`config.mk`:
```
export PLATFORM = sky130hd
export DESIGN_NAME = shtp_front
export DESIGN_NICKNAME = d
export VERILOG_FILES = /design/src/shtp_pkg.sv /design/src/shtp_front.sv
export SDC_FILE = /design/constraint.sdc
export NUM_CORES = 1
export LEC_CHECK = 0
export BUFFER_PORTS_ARGS = -buffer_cell sky130_fd_sc_hd__buf_2
export CORE_ASPECT_RATIO = 0.75
export CORE_MARGIN = 10
export CORE_UTILIZATION = 50
export CTS_CLUSTER_DIAMETER = 100
export DETAILED_ROUTE_END_ITERATION = 7
export PLACE_DENSITY_LB_ADDON = 0.1
export SLEW_MARGIN = 5
export SYNTH_ARGS = -nofsm -noshare
export SYNTH_HDL_FRONTEND = slang
export SYNTH_SLANG_ARGS = --single-unit
```
`constraint.sdc`:
```
create_clock -name clk -period 3.9 [get_ports clk]
set_input_delay 0.585 -clock clk [delete_from_list [all_inputs] [get_ports clk]]
set_output_delay 0.585 -clock clk [all_outputs]
set_load 0.05 [all_outputs]
```
`src/shtp_pkg.sv`:
```
// ----------------------------------------------------------------------------
// shtp_pkg
// Shared types, constants and elaboration helpers for the symbol table probe.
// ----------------------------------------------------------------------------
package shtp_pkg;

	localparam int TABLE_ENTRIES_DEF = 1024;
	localparam int NAME_CHARS_DEF    = 8;
	localparam int QUEUE_DEPTH       = 2;
	localparam int SYM_W             = 64;
	localparam int SLOT_IDX_W        = 10;

	localparam logic OP_LOOKUP = 1'b0;
	localparam logic OP_INSERT = 1'b1;

	typedef enum logic [1:0] {
		F_IDLE,
		F_REDUCE,
		F_PUSH
	} front_state_t;

	typedef enum logic [1:0] {
		B_CLEAR,
		B_IDLE,
		B_CHECK
	} back_state_t;

	// number of shift-and-subtract steps for a remainder by modulus, given the
	// largest value that can arrive
	function automatic int reduce_steps(int modulus, int sum_max);
		int n;
		n = 0;
		for (int i = 0; i < 24; i++) begin
			if ((longint'(modulus) << i) <= longint'(sum_max)) begin
				n = i + 1;
			end
		end
		return n;
	endfunction

endpackage

```
`src/shtp_front.sv`:
```
// ----------------------------------------------------------------------------
// shtp_front
// Takes requests, trims the name and reduces its byte sum to the home slot.
// ----------------------------------------------------------------------------
module shtp_front import shtp_pkg::*; #(
	parameter int TABLE_ENTRIES = TABLE_ENTRIES_DEF,
	parameter int NAME_CHARS    = NAME_CHARS_DEF,
	localparam int SLOT_W       = $clog2(TABLE_ENTRIES),
	localparam int NAME_W       = 8 * NAME_CHARS
) (
	input  logic              clk,
	input  logic              arst_n,
	input  logic              push,
	output logic              full,
	input  logic              operation,
	input  logic [SYM_W-1:0]  symbol_name,
	input  logic              clearing,
	output logic              q_push,
	input  logic              q_full,
	output logic [NAME_W+SLOT_W:0] q_data
);

	localparam int SUM_MAX = 255 * NAME_CHARS;
	localparam int SUM_W   = $clog2(SUM_MAX + 1);
	localparam int MODULUS = TABLE_ENTRIES - 2;
	localparam int NSTEP   = reduce_steps(MODULUS, SUM_MAX);
	localparam int SH_W    = (NSTEP > 1) ? $clog2(NSTEP) : 1;

	front_state_t      state_q;
	front_state_t      state_d;
	logic              op_q;
	logic [NAME_W-1:0] name_q;
	logic [SUM_W-1:0]  rem_q;
	logic [SH_W-1:0]   shift_q;
	logic [NAME_W-1:0] kept;
	logic [SUM_W-1:0]  total;
	logic [31:0]       sub_w;
	logic              accept;

	// keep bytes up to the first zero byte
	always_comb begin
		logic alive;
		logic [7:0] b;
		kept  = '0;
		total = '0;
		alive = 1'b1;
		for (int k = 0; k < NAME_CHARS; k++) begin
			b = symbol_name[8*k +: 8];
			if (alive && b != 8'd0) begin
				kept[8*k +: 8] = b;
				total = total + SUM_W'(b);
			end else begin
				alive = 1'b0;
			end
		end
	end

	assign sub_w = 32'(MODULUS) << shift_q;

	always_comb begin
		state_d = state_q;
		case (state_q)
			F_IDLE: begin
				if (accept) begin
					state_d = (NSTEP == 0) ? F_PUSH : F_REDUCE;
				end
			end
			F_REDUCE: begin
				if (shift_q == '0) begin
					state_d = F_PUSH;
				end
			end
			F_PUSH: begin
				if (!q_full) begin
					state_d = F_IDLE;
				end
			end
			default: state_d = F_IDLE;
		endcase
	end

	always_comb begin
		full   = (state_q != F_IDLE) || clearing;
		accept = push && !full;
		q_push = (state_q == F_PUSH) && !q_full;
		q_data = {op_q, name_q, SLOT_W'(rem_q)};
	end

	always_ff @(posedge clk or negedge arst_n) begin
		if (!arst_n) begin
			state_q <= F_IDLE;
		end else begin
			state_q <= state_d;
		end
	end

	always_ff @(posedge clk) begin
		if (accept) begin
			op_q    <= operation;
			name_q  <= kept;
			rem_q   <= total;
			shift_q <= SH_W'((NSTEP > 0) ? NSTEP - 1 : 0);
		end else if (state_q == F_REDUCE) begin
			if (32'(rem_q) >= sub_w) begin
				rem_q <= SUM_W'(32'(rem_q) - sub_w);
			end
			shift_q <= shift_q - 1'b1;
		end
	end

endmodule

```
==> results.cfg <==
[final_layout]
utilization = 0.794
diodes = 0
area_delta_synth_final_pct = 55.9
layout-drive-gt1-share = 0.521
finalNetCount = 1237
instances_no_fill = 1281
postLayoutCellArea_um2 = 10800

[drt]
wl_per_cell_um = 18.9
vias = 7165
drtAntennaViolNets = 0
first_iter_violations = 408
drc = 0
drt-total-wl_mm = 24.2
drt_pass1_iterations = 5
vias_per_cell = 5.59

[global_route]
grt_usage = 0.243
antenna_found_initial = 0
grt_overflow = 0
grt_pass1_vias = 7340
grt_pass1_wl_mm = 37.5
grt_max_degree = 40

[logic_synthesis]
synth_top_area_frac = 0.328
ys_seq_area_frac = 0.338
synth.area.top_cells = edfxtp_1, ha_1, o21ai_0, mux2_2, xnor2_1
syn_nets = 860
synth_area_um2 = 6950
yosysWarnings = 0
syn-mean-instance-area_um2 = 9.60
netlist_top_cells_count = edfxtp_1, ha_1, nor2_1
synth_area_leader_cell = edfxtp_1
synth-main-ff-cell = edfxtp_1
post-synth-top-count-cell = edfxtp_1
ys_types = 77
ys_seq_elements = 79
syn_inst = 724
async_reset_ff_frac = 0.0253
synth_edf_count = 76

[sta]
finalSetupViolCount = 11
relSlewSlack = 0.533
finalCriticalPeriod_ns = 8.42
skew_ns = 0.00613
fmax_ghz = 0.119
finalSetupTns_ns = -37.05
worst_pin_slew_ns = 0.691
hold_violations = 0
fin_crit_sh = 2.16
rsz0062_at_grt = yes
setup_slack_ns = -4.52
slew_viol_final = 0

[run_status]
failed_checks = setup timing
status = finished with violations

[critical_path]
arrival_ns = 8.53
criticalPathCategory = in -> reg
worst_path_max_delay_cell = or3b_4
endpoint_kind = flop
cp_max_fo = 3
cp_top_family = compound AO/OA/AOI/OAI gates
crit_required_ns = 4.01
cp_num_cells = 46
cp_slowest_stage_delay_ns = 0.42
cp-start-kind = input pin
reg2regPathDepth = 6
cp_num_buf_inv = 4

[clocking]
clk_pin_slew_ns = 0.06
clock_path_buffers = 2
clock-sinks = 79
htree_levels = 3
root_buffer = clkbuf_16
insertion_delay_ns = 0.35
cts_tree = built
cts_inserted_buffers = 9

[placement]
io_buffers = 146
place.gp.congestion = 0.905
placed_cells = 1225
hpwl_mm = 17.9
dpl-instance-area_um2 = 9570

[floorplan]
die_h_um = 122
ioPinCount = 147
initial_core_util = 0.509
core.rowCount = 37
die_w_um = 156
fp.coreArea_um2 = 13700
die_area_um2 = 19100

[run]
maxCapViolCount = 0

[min_path]
min_delay_path_depth = 1
holdCritPathClass = in -> reg
metal layers:
layer	GRT usage	routed length (um)	up-vias
met5	0	0	-
met3	0.0514	1650	35
li1	-	-	3446
met2	0.396	11200	259
met1	0.325	11000	3425
met4	0.0600	346	0
cell usage in the layout (no fill, tap or decap), drive strengths merged, types with 5 or more instances in the layout:
master,Yosys,final
a211oi,16,16
xor2,19,19
and3,32,32
nand3b,5,5
edfxtp,76,76
ha,59,59
nand4,9,9
o21a,17,17
inv,23,23
mux2i,13,13
nor2,52,52
buf,17,411
a21o,16,16
nor3,16,16
mux2,18,18
or4,5,5
o21bai,7,7
a22oi,5,5
fa,7,7
nand2b,6,6
o21ai,44,44
nand3,8,8
clkbuf,29,11
and2,33,33
a21oi,38,38
nand2,45,45
or3,7,7
xnor2,23,23
nor2b,8,8
o211ai,6,6
nor4,15,15
a31oi,5,5
layout make-up:
type                       count  area (um^2)
inverter                      23         86.3
sequential                    79         2350
clock inverter                 5         82.6
multi-input combinational    576         5030
clock buffer                  11          243
tap                          175          219
timing repair buffer         412         2830
fill                         884         2820
cells by family (layout without fill, tap and decap cells):
family          after synthesis  after routing  share of synthesized area
fa+ha+maj                    66             66                      0.126
flops                        79             79                      0.338
simple gates                251            251                      0.201
xor+xnor                     43             43                     0.0562
compound gates              185            185                      0.183
buf+inv                      69            451                     0.0468
mux                          31             31                     0.0479
worst paths after layout:
path / from / end / slack (ns)
hold reg to reg: shift_q / state_q[1] / 0.55
max in group asynchronous: arst_n / state_q[0] / 3.26
min in group asynchronous: arst_n / state_q[1] / 0.54
hold / removal: operation / op_q / 0.41
setup reg to reg: state_q[0] / rem_q[5] / 1.55
setup / recovery: symbol_name[4] / rem_q[10] / -4.52
timing repair:
action                                  CTS  global route
buffers inserted                         30             9
gates resized for setup                  97            50
endpoints found under the setup margin   11            11
pin swaps                                48            36
hold buffers                              1             0
endpoints found under the hold margin     2             0
registers in the layout (all words and copies together), names as in the netlist:
register	flops
name_q	64
state_q	2
shift_q	1
op_q	1
rem_q	11
stage by stage:
stage / hold slack [ns] / setup slack [ns]
3_3_place_gp: 0.369 / -4.85
3_5_place_dp: 0.374 / -5.04
4_1_cts: 0.407 / -4.43
2_1_floorplan: 0.289 / -4.37
6_report: 0.410 / -4.52
5_1_grt: 0.410 / -4.95
Power is not shown: default switching activity piles up to over one toggle a cycle in this logic, so the estimate is an artifact.
