$ cat src/shtp_pkg.sv
// ----------------------------------------------------------------------------
// shtp_pkg
// Shared types, constants and elaboration helpers for the symbol table probe.
// ----------------------------------------------------------------------------
package shtp_pkg;

	localparam int TABLE_ENTRIES_DEF = 1024;
	localparam int NAME_CHARS_DEF    = 8;
	localparam int QUEUE_DEPTH       = 2;
	localparam int SYM_W             = 64;
	localparam int SLOT_IDX_W        = 10;

	localparam logic OP_LOOKUP = 1'b0;
	localparam logic OP_INSERT = 1'b1;

	typedef enum logic [1:0] {
		F_IDLE,
		F_REDUCE,
		F_PUSH
	} front_state_t;

	typedef enum logic [1:0] {
		B_CLEAR,
		B_IDLE,
		B_CHECK
	} back_state_t;

	// number of shift-and-subtract steps for a remainder by modulus, given the
	// largest value that can arrive
	function automatic int reduce_steps(int modulus, int sum_max);
		int n;
		n = 0;
		for (int i = 0; i < 24; i++) begin
			if ((longint'(modulus) << i) <= longint'(sum_max)) begin
				n = i + 1;
			end
		end
		return n;
	endfunction

endpackage

$ cat src/shtp_fifo.sv
// ----------------------------------------------------------------------------
// shtp_fifo
// Small request queue between the hashing front end and the probe engine.
// ----------------------------------------------------------------------------
module shtp_fifo import shtp_pkg::*; #(
	parameter int DATA_W = 8,
	parameter int DEPTH  = QUEUE_DEPTH
) (
	input  logic              clk,
	input  logic              arst_n,
	input  logic              wr_en,
	input  logic [DATA_W-1:0] wr_data,
	input  logic              rd_en,
	output logic [DATA_W-1:0] rd_data,
	output logic              full,
	output logic              empty
);

	localparam int PTR_W = (DEPTH > 1) ? $clog2(DEPTH) : 1;
	localparam int CNT_W = $clog2(DEPTH + 1);

	logic [DATA_W-1:0] data_q [DEPTH];
	logic [PTR_W-1:0]  wr_ptr_q;
	logic [PTR_W-1:0]  rd_ptr_q;
	logic [CNT_W-1:0]  count_q;
	logic              do_wr;
	logic              do_rd;

	assign full    = (count_q == CNT_W'(DEPTH));
	assign empty   = (count_q == '0);
	assign do_wr   = wr_en && !full;
	assign do_rd   = rd_en && !empty;
	assign rd_data = data_q[rd_ptr_q];

	always_ff @(posedge clk) begin
		if (do_wr) begin
			data_q[wr_ptr_q] <= wr_data;
		end
	end

	always_ff @(posedge clk or negedge arst_n) begin
		if (!arst_n) begin
			wr_ptr_q <= '0;
			rd_ptr_q <= '0;
			count_q  <= '0;
		end else begin
			if (do_wr) begin
				wr_ptr_q <= (wr_ptr_q == PTR_W'(DEPTH - 1)) ? '0 : wr_ptr_q + 1'b1;
			end
			if (do_rd) begin
				rd_ptr_q <= (rd_ptr_q == PTR_W'(DEPTH - 1)) ? '0 : rd_ptr_q + 1'b1;
			end
			case ({do_wr, do_rd})
				2'b10:   count_q <= count_q + 1'b1;
				2'b01:   count_q <= count_q - 1'b1;
				default: count_q <= count_q;
			endcase
		end
	end

endmodule

$ cat config.mk
export PLATFORM = sky130hd
export DESIGN_NAME = shtp_fifo
export DESIGN_NICKNAME = d
export VERILOG_FILES = /design/src/shtp_pkg.sv /design/src/shtp_fifo.sv
export SDC_FILE = /design/constraint.sdc
export NUM_CORES = 1
export LEC_CHECK = 0
export ABC_AREA = 1
export ABC_CLOCK_PERIOD_IN_PS = 1510
export BUFFER_PORTS_ARGS = -buffer_cell sky130_fd_sc_hd__buf_2
export CORE_AREA = 2 2 47 49
export DETAILED_ROUTE_END_ITERATION = 8
export DIE_AREA = 0 0 49 51
export HOLD_SLACK_MARGIN = 0.05
export MAX_ROUTING_LAYER = met4
export PLACE_DENSITY = 0.68
export SYNTH_ARGS = -nofsm -noshare
export SYNTH_HDL_FRONTEND = slang
export SYNTH_SLANG_ARGS = --single-unit
$ cat constraint.sdc
create_clock -name clk -period 1.51 [get_ports clk]
set_clock_uncertainty 0.15 [all_clocks]
set_input_delay 0.151 -clock clk [delete_from_list [all_inputs] [get_ports clk]]
set_output_delay 0.151 -clock clk [all_outputs]
set_load 0.03 [all_outputs]
==> results of run 1 <==
area by class of cell:
cell class / instances / area (um^2)
fillers: 181 / 802
flip-flops and latches: 20 / 583
repair buffers: 39 / 333
multi-input cells: 43 / 241
inverters: 10 / 42.5
well taps: 28 / 35.0
clock buffers: 3 / 22.5
clock inverters: 1 / 3.75
per-stage QoR:
step / utilization / hold WS, ps / worst slack, ps
after floorplan: - / -295 / 50.0
after global placement: 0.469 / -185 / 32.3
after detailed placement: 0.469 / -182 / -14.0
after CTS: 0.555 / 355 / 1.19
after global routing: 0.611 / 389 / -72.1
final: 0.611 / 352 / 21.0
sequential cells by signal, indices dropped and copies added (netlist names):
| register | count |
|---|---|
| wr_ptr_q | 1 |
| rd_ptr_q | 1 |
| count_q | 2 |
| data_q | 16 |
synthesized netlist by cell type (all sizes together):
cell    number
nor2         2
dfrtp        4
buf          1
nand4        1
nand2       34
ha           1
inv         10
o21ai        1
nand3        3
edfxtp      16
xnor2        1
logic make-up (layout without fill, tap and decap cells):
group	Yosys count	count (layout)	synth area share
AOI/OAI and AO/OA	1	1	0.0107
adders and majority gates	1	1	0.0153
and+or+nand+nor	40	40	0.201
buffers and inverters	11	53	0.0521
xor gates and xnor gates	1	1	0.0107
DFF	20	20	0.711
cells in the final DEF, fill, tap and decap left out, types with 2 or more instances in the layout:
cell type and count:
dlygate4sd3_1 12, inv_2 4, edfxtp_1 16, nand2_2 13
nand3_1 3, buf_6 8, inv_1 5, nand2_1 21
buf_4 5, dfrtp_1 2, dfrtp_2 2, clkbuf_4 3
buf_2 13
how the worst min path moves through the flow:
stage                             end  slack, ps  cells after the start
3_3_place_gp   count_q[1]$_DFFE_PN0P_       -190                      1
4_1_cts        count_q[1]$_DFFE_PN0P_        360                      2
6_report       count_q[1]$_DFFE_PN0P_        350                      2
2_1_floorplan  count_q[0]$_DFFE_PN0P_       -290                      0
5_1_grt          wr_ptr_q$_DFFE_PN0P_        390                      2
3_5_place_dp     rd_ptr_q$_DFFE_PN0P_       -180                      1
power by group:
part / switching, uW / internal (uW)
Sequential: 105 / 773
Clock: 154 / 96.1
Combinational: 763 / 568
critical path: cells and delay by family (launching register included):
kind / cells / cell delay, ps
buffers and inverters: 2 / 300
flip-flops: 1 / 490
AND/OR/NAND/NOR: 2 / 120
routing by layer:
layer  up-vias  global-route usage
li1        322                   -
met1       301               0.169
met2        15               0.260
met3         2              0.0292
met4         0              0.0714
met5         -                   -
timing repair:
action,4_1_cts,5_1_grt
buffers inserted,1,3
hold endpoints to repair,22,0
gates cloned,0,0
endpoints found under the setup margin,9,10
gates resized for setup,7,33
hold buffers,12,0
pin swaps,0,1
==> summary.md, run 1 <==
| Metric | Value |
|---|---|
| Die Y | just over 50 um |
| Synth Register Bits | 20 |
| Met3 wire len | around 54 um |
| Via count | 640 |
| Peak Freq | around 670 MHz |
| Top cells by area, synth | edfxtp_1, nand2_1, dfrtp_1 |
| Crit path capture | rd_data[1] |
| Full die area | roughly 2500 um^2 |
| Final instance area | roughly 1300 um^2 |
| Reg2Reg Depth | 5 |
| First-pass GRT wire length | about 2700 um |
| Setup total negative slack | 0 ps |
| Global Route Usage Sum | 0.150 |
| Initial Util | 0.396 |
| Final HPWL DP | roughly 1100 um |
| Worst slew pin tran | between 300 and 400 ps |
| WP data required | ~1200 ps |
| Wire per inst | roughly 11 um |
| CTS Buf Count | 3 |
| # port buffers | 21 |
| CTS root buf | clkbuf_4 |
| RePlAce Congestion | 0.702 |
| Synth top area share | 0.588 |
| Period utilization | 0.986 |
| Critical Path Start | rd_ptr_q$_DFFE_PN0P_ |
| Slowest-stage cell, CP | dfrtp_2 |
| Boundary Pins | 22 |
| Pin count of the biggest net entering global routing | 12 |
| Max-slew violation count | 0 |
| Post-route DRC | 0 |
| Worst hold path class | flip-flop to flip-flop |
| Placed cell count | around 120 |
| Pwr dens | 1950 nW/um^2 |
| Netlist Area Pre-Place | 817 um^2 |
| Iter 0 DRT Violations | 3 |
| # rows | 17 |
| Final Hold Fails | 0 |
| # setup viols final | 0 |
| Sequential cell area fraction in the yosys report | 0.711 |
| Post-route ant nets | 0 |
| Syn nets | 87 |
| Core ar. | 2060 um^2 |
| Vias in the first global route | 639 |
| Clk Latency, worst-skew pair | 290 ps |
| Die W | between 40 and 50 um |
| Ratio of cells with drive above 1 in the final layout | 0.457 |
| Non-filler cells, final | ~140 |
| Setup crit start kind | flip-flop |
| CTS tree | yes |
| VDD IR max | 1.29 mV |
| Pleak | approximately 0.00057 uW |
| CP max FO | 6 |
| Unique cell type count in the Yosys netlist | 14 |
| Layout Nets | 130 |
| Post-Syn Area per Cell | ~11 um^2 |
| Status | finished, final reports clean |
| RSZ-0062 raised after global routing | true |
| Max_slew headroom | 0.779 |
| Grt total ovfl | 0 |
| Num Clock Sinks | 20 |
| Crit. End Element | primary output |
| Syn Inst Count | 74 |
| Clk buf depth | 2 |
| Area leader, netlist | edfxtp_1 |
| Reg-to-reg startpoint | count_q[1]$_DFFE_PN0P_ |
| Final WL | between 1500 and 2000 um |
| Met1 WL | around 680 um |
| CTS H-tree lvls | 1 |
| Critical Path AT | around 1200 ps |
| Final min period | between 1000 and 1500 ps |
| Reg-to-Reg End | data_q[0][0]$_DFFE_PP_ |
| Drt pass-1 iters | 4 |
| Clock-pin slew on the worst setup and hold paths | about 110 ps |
| Placed Area | slightly below 1000 um^2 |
| Diodes inserted | 0 |
| Largest stage delay on the critical path | 490 ps |
| Pwr Total | between 2000 and 2500 uW |
| Flop-to-flop setup slack | around 70 ps |
| Yosys warns | 0 |
| Area growth, synth to finish | 54.4% |
| Max cap viols | 0 |
| Hold Crit Start | count_q[1]$_DFFE_PN0P_ |
| Antenna violations before repair | 0 |
| Top layer in use | met4 |
| Wire length on met2 | 891 um |
| Via density | 4.44 |
| Kind of critical path | flip-flop to primary output |
| Crit path cell chain | buf_12, nand2_2, nand2_1, buf_6 |
Power figures use the tool's default switching activity.
==> run 2, diff against run 1 <==
- ABC_AREA: 1 -> not set
- CORE_AREA: 2 2 47 49 -> 2 2 46 48
- DIE_AREA: 0 0 49 51 -> 0 0 48 50
==> run 2 against run 1 <==
The flow now finishes with violations (negative setup slack). First-iteration DRC count fell by 67%. Power shrank 6.6%. Final area fell by 5.7%. Synthesized area decreased by 5.5%. Critical path depth shrank 1. Critical path type unchanged. Largest cell class unchanged. Highest routed layer unchanged.
==> summary.md, run 2 <==
| Metric | Value |
|---|---|
| Final min period | 1580 ps (was 1490 ps) |
| Final HPWL DP | 858 um (was 1100 um) |
| Commonest non-fill, non-tap cell in the layout | edfxtp_1 (was nand2_1) |
| Area growth, synth to finish | 54.1% (was 54.4%) |
| Largest regs | data_q: 16 flops, count_q: 2 flops (unchanged) |
| Setup crit start kind | flip-flop (unchanged) |
| Most common cell in the synthesized netlist | edfxtp_1 (was nand2_1) |
| Top cells by area, synth | edfxtp_1, dfrtp_1, mux2_2 (was edfxtp_1, nand2_1, dfrtp_1) |
| Pleak | 0.000491 uW (was 0.000570 uW) |
| # setup viols final | 8 (was 0) |
| CTS H-tree lvls | 1 (unchanged) |
| Grt total ovfl | 0 (unchanged) |
| Status | finished with violations (was finished, final reports clean) |
| CTS Buf Count | 3 (unchanged) |
| Layout Nets | 102 (was 130) |
| Synth top cells by count | edfxtp_1, mux2_2, dfrtp_1, nor2_1, xnor2_1 (was nand2_1, edfxtp_1, inv_1, dfrtp_1) |
| RePlAce Congestion | 0.689 (was 0.702) |
| VDD IR max | 1.31 mV (was 1.29 mV) |
| Worst slew pin tran | 208 ps (was 331 ps) |
| Vias in the first global route | 523 (was 639) |
| Initial Util | 0.406 (was 0.396) |
| Synth Register Bits | 20 (unchanged) |
| RSZ-0062 raised after global routing | true (unchanged) |
| Max FFs per register | 16 (unchanged) |
| Netlist Area Pre-Place | 772 um^2 (was 817 um^2) |
| Drt pass-1 iters | 3 (was 4) |
| Peak Freq | 634 MHz (was 672 MHz) |
| Period utilization | 1.04 (was 0.986) |
| Global Route Usage Sum | 0.139 (was 0.150) |
| Sequential cell area fraction in the yosys report | 0.752 (was 0.711) |
| Reg-to-Reg End | count_q[1]$_DFFE_PN0P_ (was data_q[0][0]$_DFFE_PP_) |
| # port buffers | 21 (unchanged) |
| Pin count of the biggest net entering global routing | 12 (unchanged) |
| Post-Syn Area per Cell | 18.0 um^2 (was 11.0 um^2) |
| Clock-pin slew on the worst setup and hold paths | 90 ps (was 110 ps) |
| Antenna violations before repair | 0 (unchanged) |
| Post-route DRC | 0 (unchanged) |
| Via count | 484 (was 640) |
| Die Y | 50 um (was 51 um) |
| Post-synth EDFFs | 16 (unchanged) |
| Largest reg by FF count | data_q (unchanged) |
| Final WL | 1320 um (was 1630 um) |
| Reg-to-reg startpoint | count_q[1]$_DFFE_PN0P_ (unchanged) |
| First-pass GRT wire length | 2210 um (was 2690 um) |
| Ys flop type | edfxtp_1 (unchanged) |
| Yosys warns | 0 (unchanged) |
| Setup total negative slack | -484 ps (was 0 ps) |
| Crit. End Element | primary output (unchanged) |
| Critical Path Start | rd_ptr_q$_DFFE_PN0P_ (unchanged) |
| WP data required | 1210 ps (about the same) |
| Num Clock Sinks | 20 (unchanged) |
| Max_slew headroom | 0.862 (was 0.779) |
| Full die area | 2400 um^2 (was 2500 um^2) |
| Area leader, netlist | edfxtp_1 (unchanged) |
| Diodes inserted | 0 (unchanged) |
| Iter 0 DRT Violations | 1 (was 3) |
| Crit path capture | rd_data[0] (was rd_data[1]) |
| Flop-to-flop setup slack | 20 ps (was 70 ps) |
| Core ar. | 1900 um^2 (was 2060 um^2) |
| Violated checks | negative setup slack |
| Via density | 4.21 (was 4.44) |
| CP max FO | 4 (was 6) |
| Ratio of cells with drive above 1 in the final layout | 0.545 (was 0.457) |
| Max cap viols | 0 (unchanged) |
| Synth top area share | 0.622 (was 0.588) |
| Highest-count cells in the layout ignoring fill and taps | edfxtp_1, buf_2, dlygate4sd3_1 (was nand2_1, edfxtp_1, nand2_2, buf_2, dlygate4sd3_1) |
| Unique cell type count in the Yosys netlist | 13 (was 14) |
| CTS root buf | clkbuf_4 (unchanged) |
| Worst hold path class | primary input to flip-flop (was flip-flop to flip-flop) |
| Final Hold Fails | 0 (unchanged) |
| Reg2Reg Depth | 6 (was 5) |
| Syn Inst Count | 43 (was 74) |
| CTS tree | yes (unchanged) |
| Boundary Pins | 22 (unchanged) |
| Syn nets | 56 (was 87) |
| Max-slew violation count | 0 (unchanged) |
| Post-route ant nets | 0 (unchanged) |
| Wire per inst | 11.4 um (was 11.3 um) |
| Pwr dens | 1930 nW/um^2 (was 1950 nW/um^2) |
| Kind of critical path | flip-flop to primary output (unchanged) |
| Die W | 48 um (was 49 um) |
| Post-synthesis async set-or-reset flop share | 0.200 (unchanged) |
| Clk buf depth | 2 (unchanged) |
| Critical Path AT | 1280 ps (was 1190 ps) |
| Worst Slack Setup Final | -66.9 ps (was 21.0 ps) |
| Clk Latency, worst-skew pair | 280 ps (was 290 ps) |
| Final core utilization | 0.626 (was 0.611) |
| # rows | 16 (was 17) |
run 2: worst min-delay path by stage:
stage                 from                endpoint  slack, ps  depth (start not counted)
floorplan           arst_n  count_q[0]$_DFFE_PN0P_       -290                          0
global placement    arst_n  count_q[0]$_DFFE_PN0P_       -190                          1
detailed placement  arst_n  count_q[1]$_DFFE_PN0P_       -190                          1
CTS                  rd_en    rd_ptr_q$_DFFE_PN0P_         60                          3
global route         rd_en    rd_ptr_q$_DFFE_PN0P_         70                          3
finish               rd_en    rd_ptr_q$_DFFE_PN0P_         60                          3
run 2: cells by family after synthesis:
family                     synth area share
muxes                                 0.117
DFF                                   0.752
buffers and inverters                0.0113
xor gates and xnor gates             0.0567
adders and majority gates            0.0162
and+or+nand+nor                      0.0470
run 2: routing by layer:
metal  share of wire  global-route usage
met5               0                   -
met4          0.0038              0.0541
met3           0.041              0.0330
met2            0.51               0.224
met1            0.45               0.161
run 2: power breakdown:
| part | total, uW | switching [uW] | internal [uW] |
|---|---|---|---|
| clock network | 249 | 147 | 103 |
| logic | 1210 | 603 | 611 |
| registers | 833 | 59.5 | 773 |
| total | 2300 | 810 | 1490 |
run 2: critical path, stage by stage (launching register included):
cell,delay [ps]
dfrtp_2,400
buf_6,120
mux2_2,340
buf_6,140
run 2: stage by stage:
step / total power (uW) / area, um^2 / setup slack (ps) / hold WS, ps / instances
4_1_cts: 2310 / 1190 / -77.0 / 58.5 / 115
6_report: 2300 / 1190 / -66.9 / 61.0 / 115
3_5_place_dp: 1730 / 938 / -31.2 / -188 / 93
2_1_floorplan: 1490 / 782 / 2.70 / -295 / 43
3_3_place_gp: 1720 / 938 / 36.7 / -188 / 93
5_1_grt: 2450 / 1190 / -136 / 69.6 / 115
run 2: area by class of cell:
class | count | area, um^2
fillers | 148 | 712
flip-flops and latches | 20 | 582
repair buffers | 42 | 348
multi-input cells | 21 | 196
well taps | 27 | 33.8
clock buffers | 4 | 26.3
inverters | 1 | 3.75
run 2: what timing repair did:
item                                    4_1_cts  5_1_grt
hold endpoints to repair                     21        0
hold buffers                                 11        0
gates resized for setup                      20        2
endpoints found under the setup margin       17        9
setup buffers                                 7        0
cloned                                        0        0
==> run 3, diff against run 2 <==
- CORE_AREA: 2 2 46 48 -> 2 2 50 52
- DIE_AREA: 0 0 48 50 -> 0 0 52 54
- PLACE_DENSITY: 0.68 -> not set
==> run 3 against run 2 <==
Setup slack got worse by 30 ps. Power rose by 11%. Non-clock buffer count fell by 1. The run still ends with negative setup slack left. Cell count rose by 1.7%. Critical path type unchanged. Critical path depth did not move. Critical endpoint is now rd_data[4]. Largest cell class unchanged.
==> summary.md, run 3 (synthesized netlist as in run 2, its figures left out) <==
| Metric | Value |
|---|---|
| Status | finished with violations (unchanged) |
| Violated checks | negative setup slack (unchanged) |
| Worst Slack Setup Final | -97.3 ps (was -66.9 ps) |
| Die Y | 54 um (was 50 um) |
| Crit path cell chain | buf_6, mux2_4, buf_6 (was buf_6, mux2_2, buf_6) |
| Die W | 52 um (was 48 um) |
| Pwr dens | 2030 nW/um^2 (was 1930 nW/um^2) |
| Initial Util | 0.333 (was 0.406) |
| Placed Area | 947 um^2 (was 938 um^2) |
| Core ar. | 2320 um^2 (was 1900 um^2) |
| Largest stage delay on the critical path | 430 ps (was 400 ps) |
| Max cap viols | 0 (unchanged) |
| Max FFs per register | 16 (unchanged) |
| WP data required | 1210 ps (about the same) |
| Worst hold path class | flip-flop to flip-flop (was primary input to flip-flop) |
| Grt total ovfl | 0 (unchanged) |
| Cell mode on critical path | buf_6 (unchanged) |
| Via count | 489 (was 484) |
| # rows | 18 (was 16) |
| Vias in the first global route | 475 (was 523) |
| Clk buf depth | 2 (unchanged) |
| Drt pass-1 iters | 3 (unchanged) |
| Diodes inserted | 0 (unchanged) |
| Ratio of cells with drive above 1 in the final layout | 0.575 (was 0.545) |
| Final WL | 1400 um (was 1320 um) |
| Crit. End Element | primary output (unchanged) |
| Via density | 4.18 (was 4.21) |
| Hold_ws | 378 ps (was 61.0 ps) |
| VDD IR max | 1.14 mV (was 1.31 mV) |
| Clk Latency, worst-skew pair | 300 ps (was 280 ps) |
| Final core utilization | 0.544 (was 0.626) |
| Antenna violations before repair | 0 (unchanged) |
| Wire per inst | 11.9 um (was 11.4 um) |
| Max-slew violation count | 0 (unchanged) |
| Buffer and inverter count on the worst path | 2 (unchanged) |
| CTS H-tree lvls | 1 (unchanged) |
| CP max FO | 5 (was 4) |
| Pleak | 0.000520 uW (was 0.000491 uW) |
| RePlAce Congestion | 0.696 (was 0.689) |
| Highest-count cells in the layout ignoring fill and taps | edfxtp_1, buf_2, dlygate4sd3_1 (unchanged) |
| Critical Path AT | 1310 ps (was 1280 ps) |
| Post-route ant nets | 0 (unchanged) |
| CTS Buf Count | 3 (unchanged) |
| Iter 0 DRT Violations | 7 (was 1) |
| Num Clock Sinks | 20 (unchanged) |
| # port buffers | 21 (unchanged) |
| Slowest-stage cell, CP | dfrtp_2 (unchanged) |
| Layout Nets | 101 (was 102) |
| First-pass GRT wire length | 2150 um (was 2210 um) |
| Period utilization | 1.06 (was 1.04) |
| Kind of critical path | flip-flop to primary output (unchanged) |
| Final instance area | 1260 um^2 (was 1190 um^2) |
| Max_slew headroom | 0.862 (about the same) |
| Fill cells | 209 (was 148) |
| Global Route Usage Sum | 0.115 (was 0.139) |
| Final min period | 1610 ps (was 1580 ps) |
| Pin count of the biggest net entering global routing | 13 (was 12) |
| Largest reg by FF count | data_q (unchanged) |
| RSZ-0062 raised after global routing | true (unchanged) |
| Setup crit start kind | flip-flop (unchanged) |
| Commonest non-fill, non-tap cell in the layout | edfxtp_1 (unchanged) |
| Area growth, synth to finish | 63.4% (was 54.1%) |
| Full die area | 2810 um^2 (was 2400 um^2) |
| Boundary Pins | 22 (unchanged) |
| CP delay by family, top | flip-flops (unchanged) |
| Post-route DRC | 0 (unchanged) |
| # setup viols final | 8 (unchanged) |
| Largest regs | data_q: 16 flops, count_q: 2 flops (unchanged) |
| Final HPWL DP | 844 um (was 858 um) |
| Setup total negative slack | -641 ps (was -484 ps) |
| Worst slew pin tran | 206 ps (was 208 ps) |
| Clock-pin slew on the worst setup and hold paths | 110 ps (was 90 ps) |
| CTS root buf | clkbuf_4 (unchanged) |
| Final Hold Fails | 0 (unchanged) |
| Peak Freq | 622 MHz (was 634 MHz) |
| CTS tree | yes (unchanged) |
[run 3: path summary, 6_finish.rpt]
path,start,to,slack (ps),depth (start not counted)
min in group asynchronous,arst_n,count_q[0]$_DFFE_PN0P_,590,3
min reg2reg,wr_ptr_q$_DFFE_PN0P_,wr_ptr_q$_DFFE_PN0P_,380,1
max in group asynchronous,arst_n,rd_ptr_q$_DFFE_PN0P_,430,3
min,wr_ptr_q$_DFFE_PN0P_,wr_ptr_q$_DFFE_PN0P_,380,1
max reg2reg,count_q[1]$_DFFE_PN0P_,count_q[1]$_DFFE_PN0P_,50,6
max,rd_ptr_q$_DFFE_PN0P_,rd_data[4],-100,3
[run 3: per-layer routing]
metal  wire, um  vias up  share of wire  track usage
met5          0        -              0            -
met4          0        0              0       0.0526
met3         69        0          0.049       0.0250
met2        735       16           0.53        0.190
met1        592      230           0.42        0.135
li1           -      243              -            -
[run 3: worst reg2reg max path, cell delays in order, from the launching register on]
cell      delay, ps
dfrtp_1         440
nand2b_1        140
nand2_2         100
ha_4            180
xnor2_2         160
nor2_2           50
xor2_1          130
[run 3: layout make-up]
class	instances	area (um^2)	share of cell area
Timing Repair Buffer	41	355	0.282
Multi-Input combinational cell	21	230	0.183
Inverter	1	3.75	0.00298
Clock inverter	1	30.0	0.0238
Sequential cell	20	582	0.461
Clock buffer	3	22.5	0.0179
Tap cell	30	37.5	0.0298
[run 3: repair_timing]
action | CTS | global route
pin swaps | 0 | 2
buffers inserted | 5 | 1
gates resized for setup | 21 | 8
setup endpoints to repair | 9 | 17
endpoints found under the hold margin | 22 | 0
hold buffers | 12 | 0
[run 3: where the power goes]
| part | total, uW | internal [uW] | switching (uW) |
|---|---|---|---|
| Sequential | 844 | 773 | 70.5 |
| Clock | 431 | 268 | 163 |
| Combinational | 1280 | 659 | 622 |
[run 3: stage by stage]
step / worst slack, ps / power (uW) / cells
after global placement: 19.6 / 1740 / 95
after floorplan: 2.70 / 1490 / 43
final: -97.3 / 2560 / 117
after global routing: -159 / 2700 / 117
after detailed placement: -14.7 / 1750 / 95
after CTS: -104 / 2470 / 116
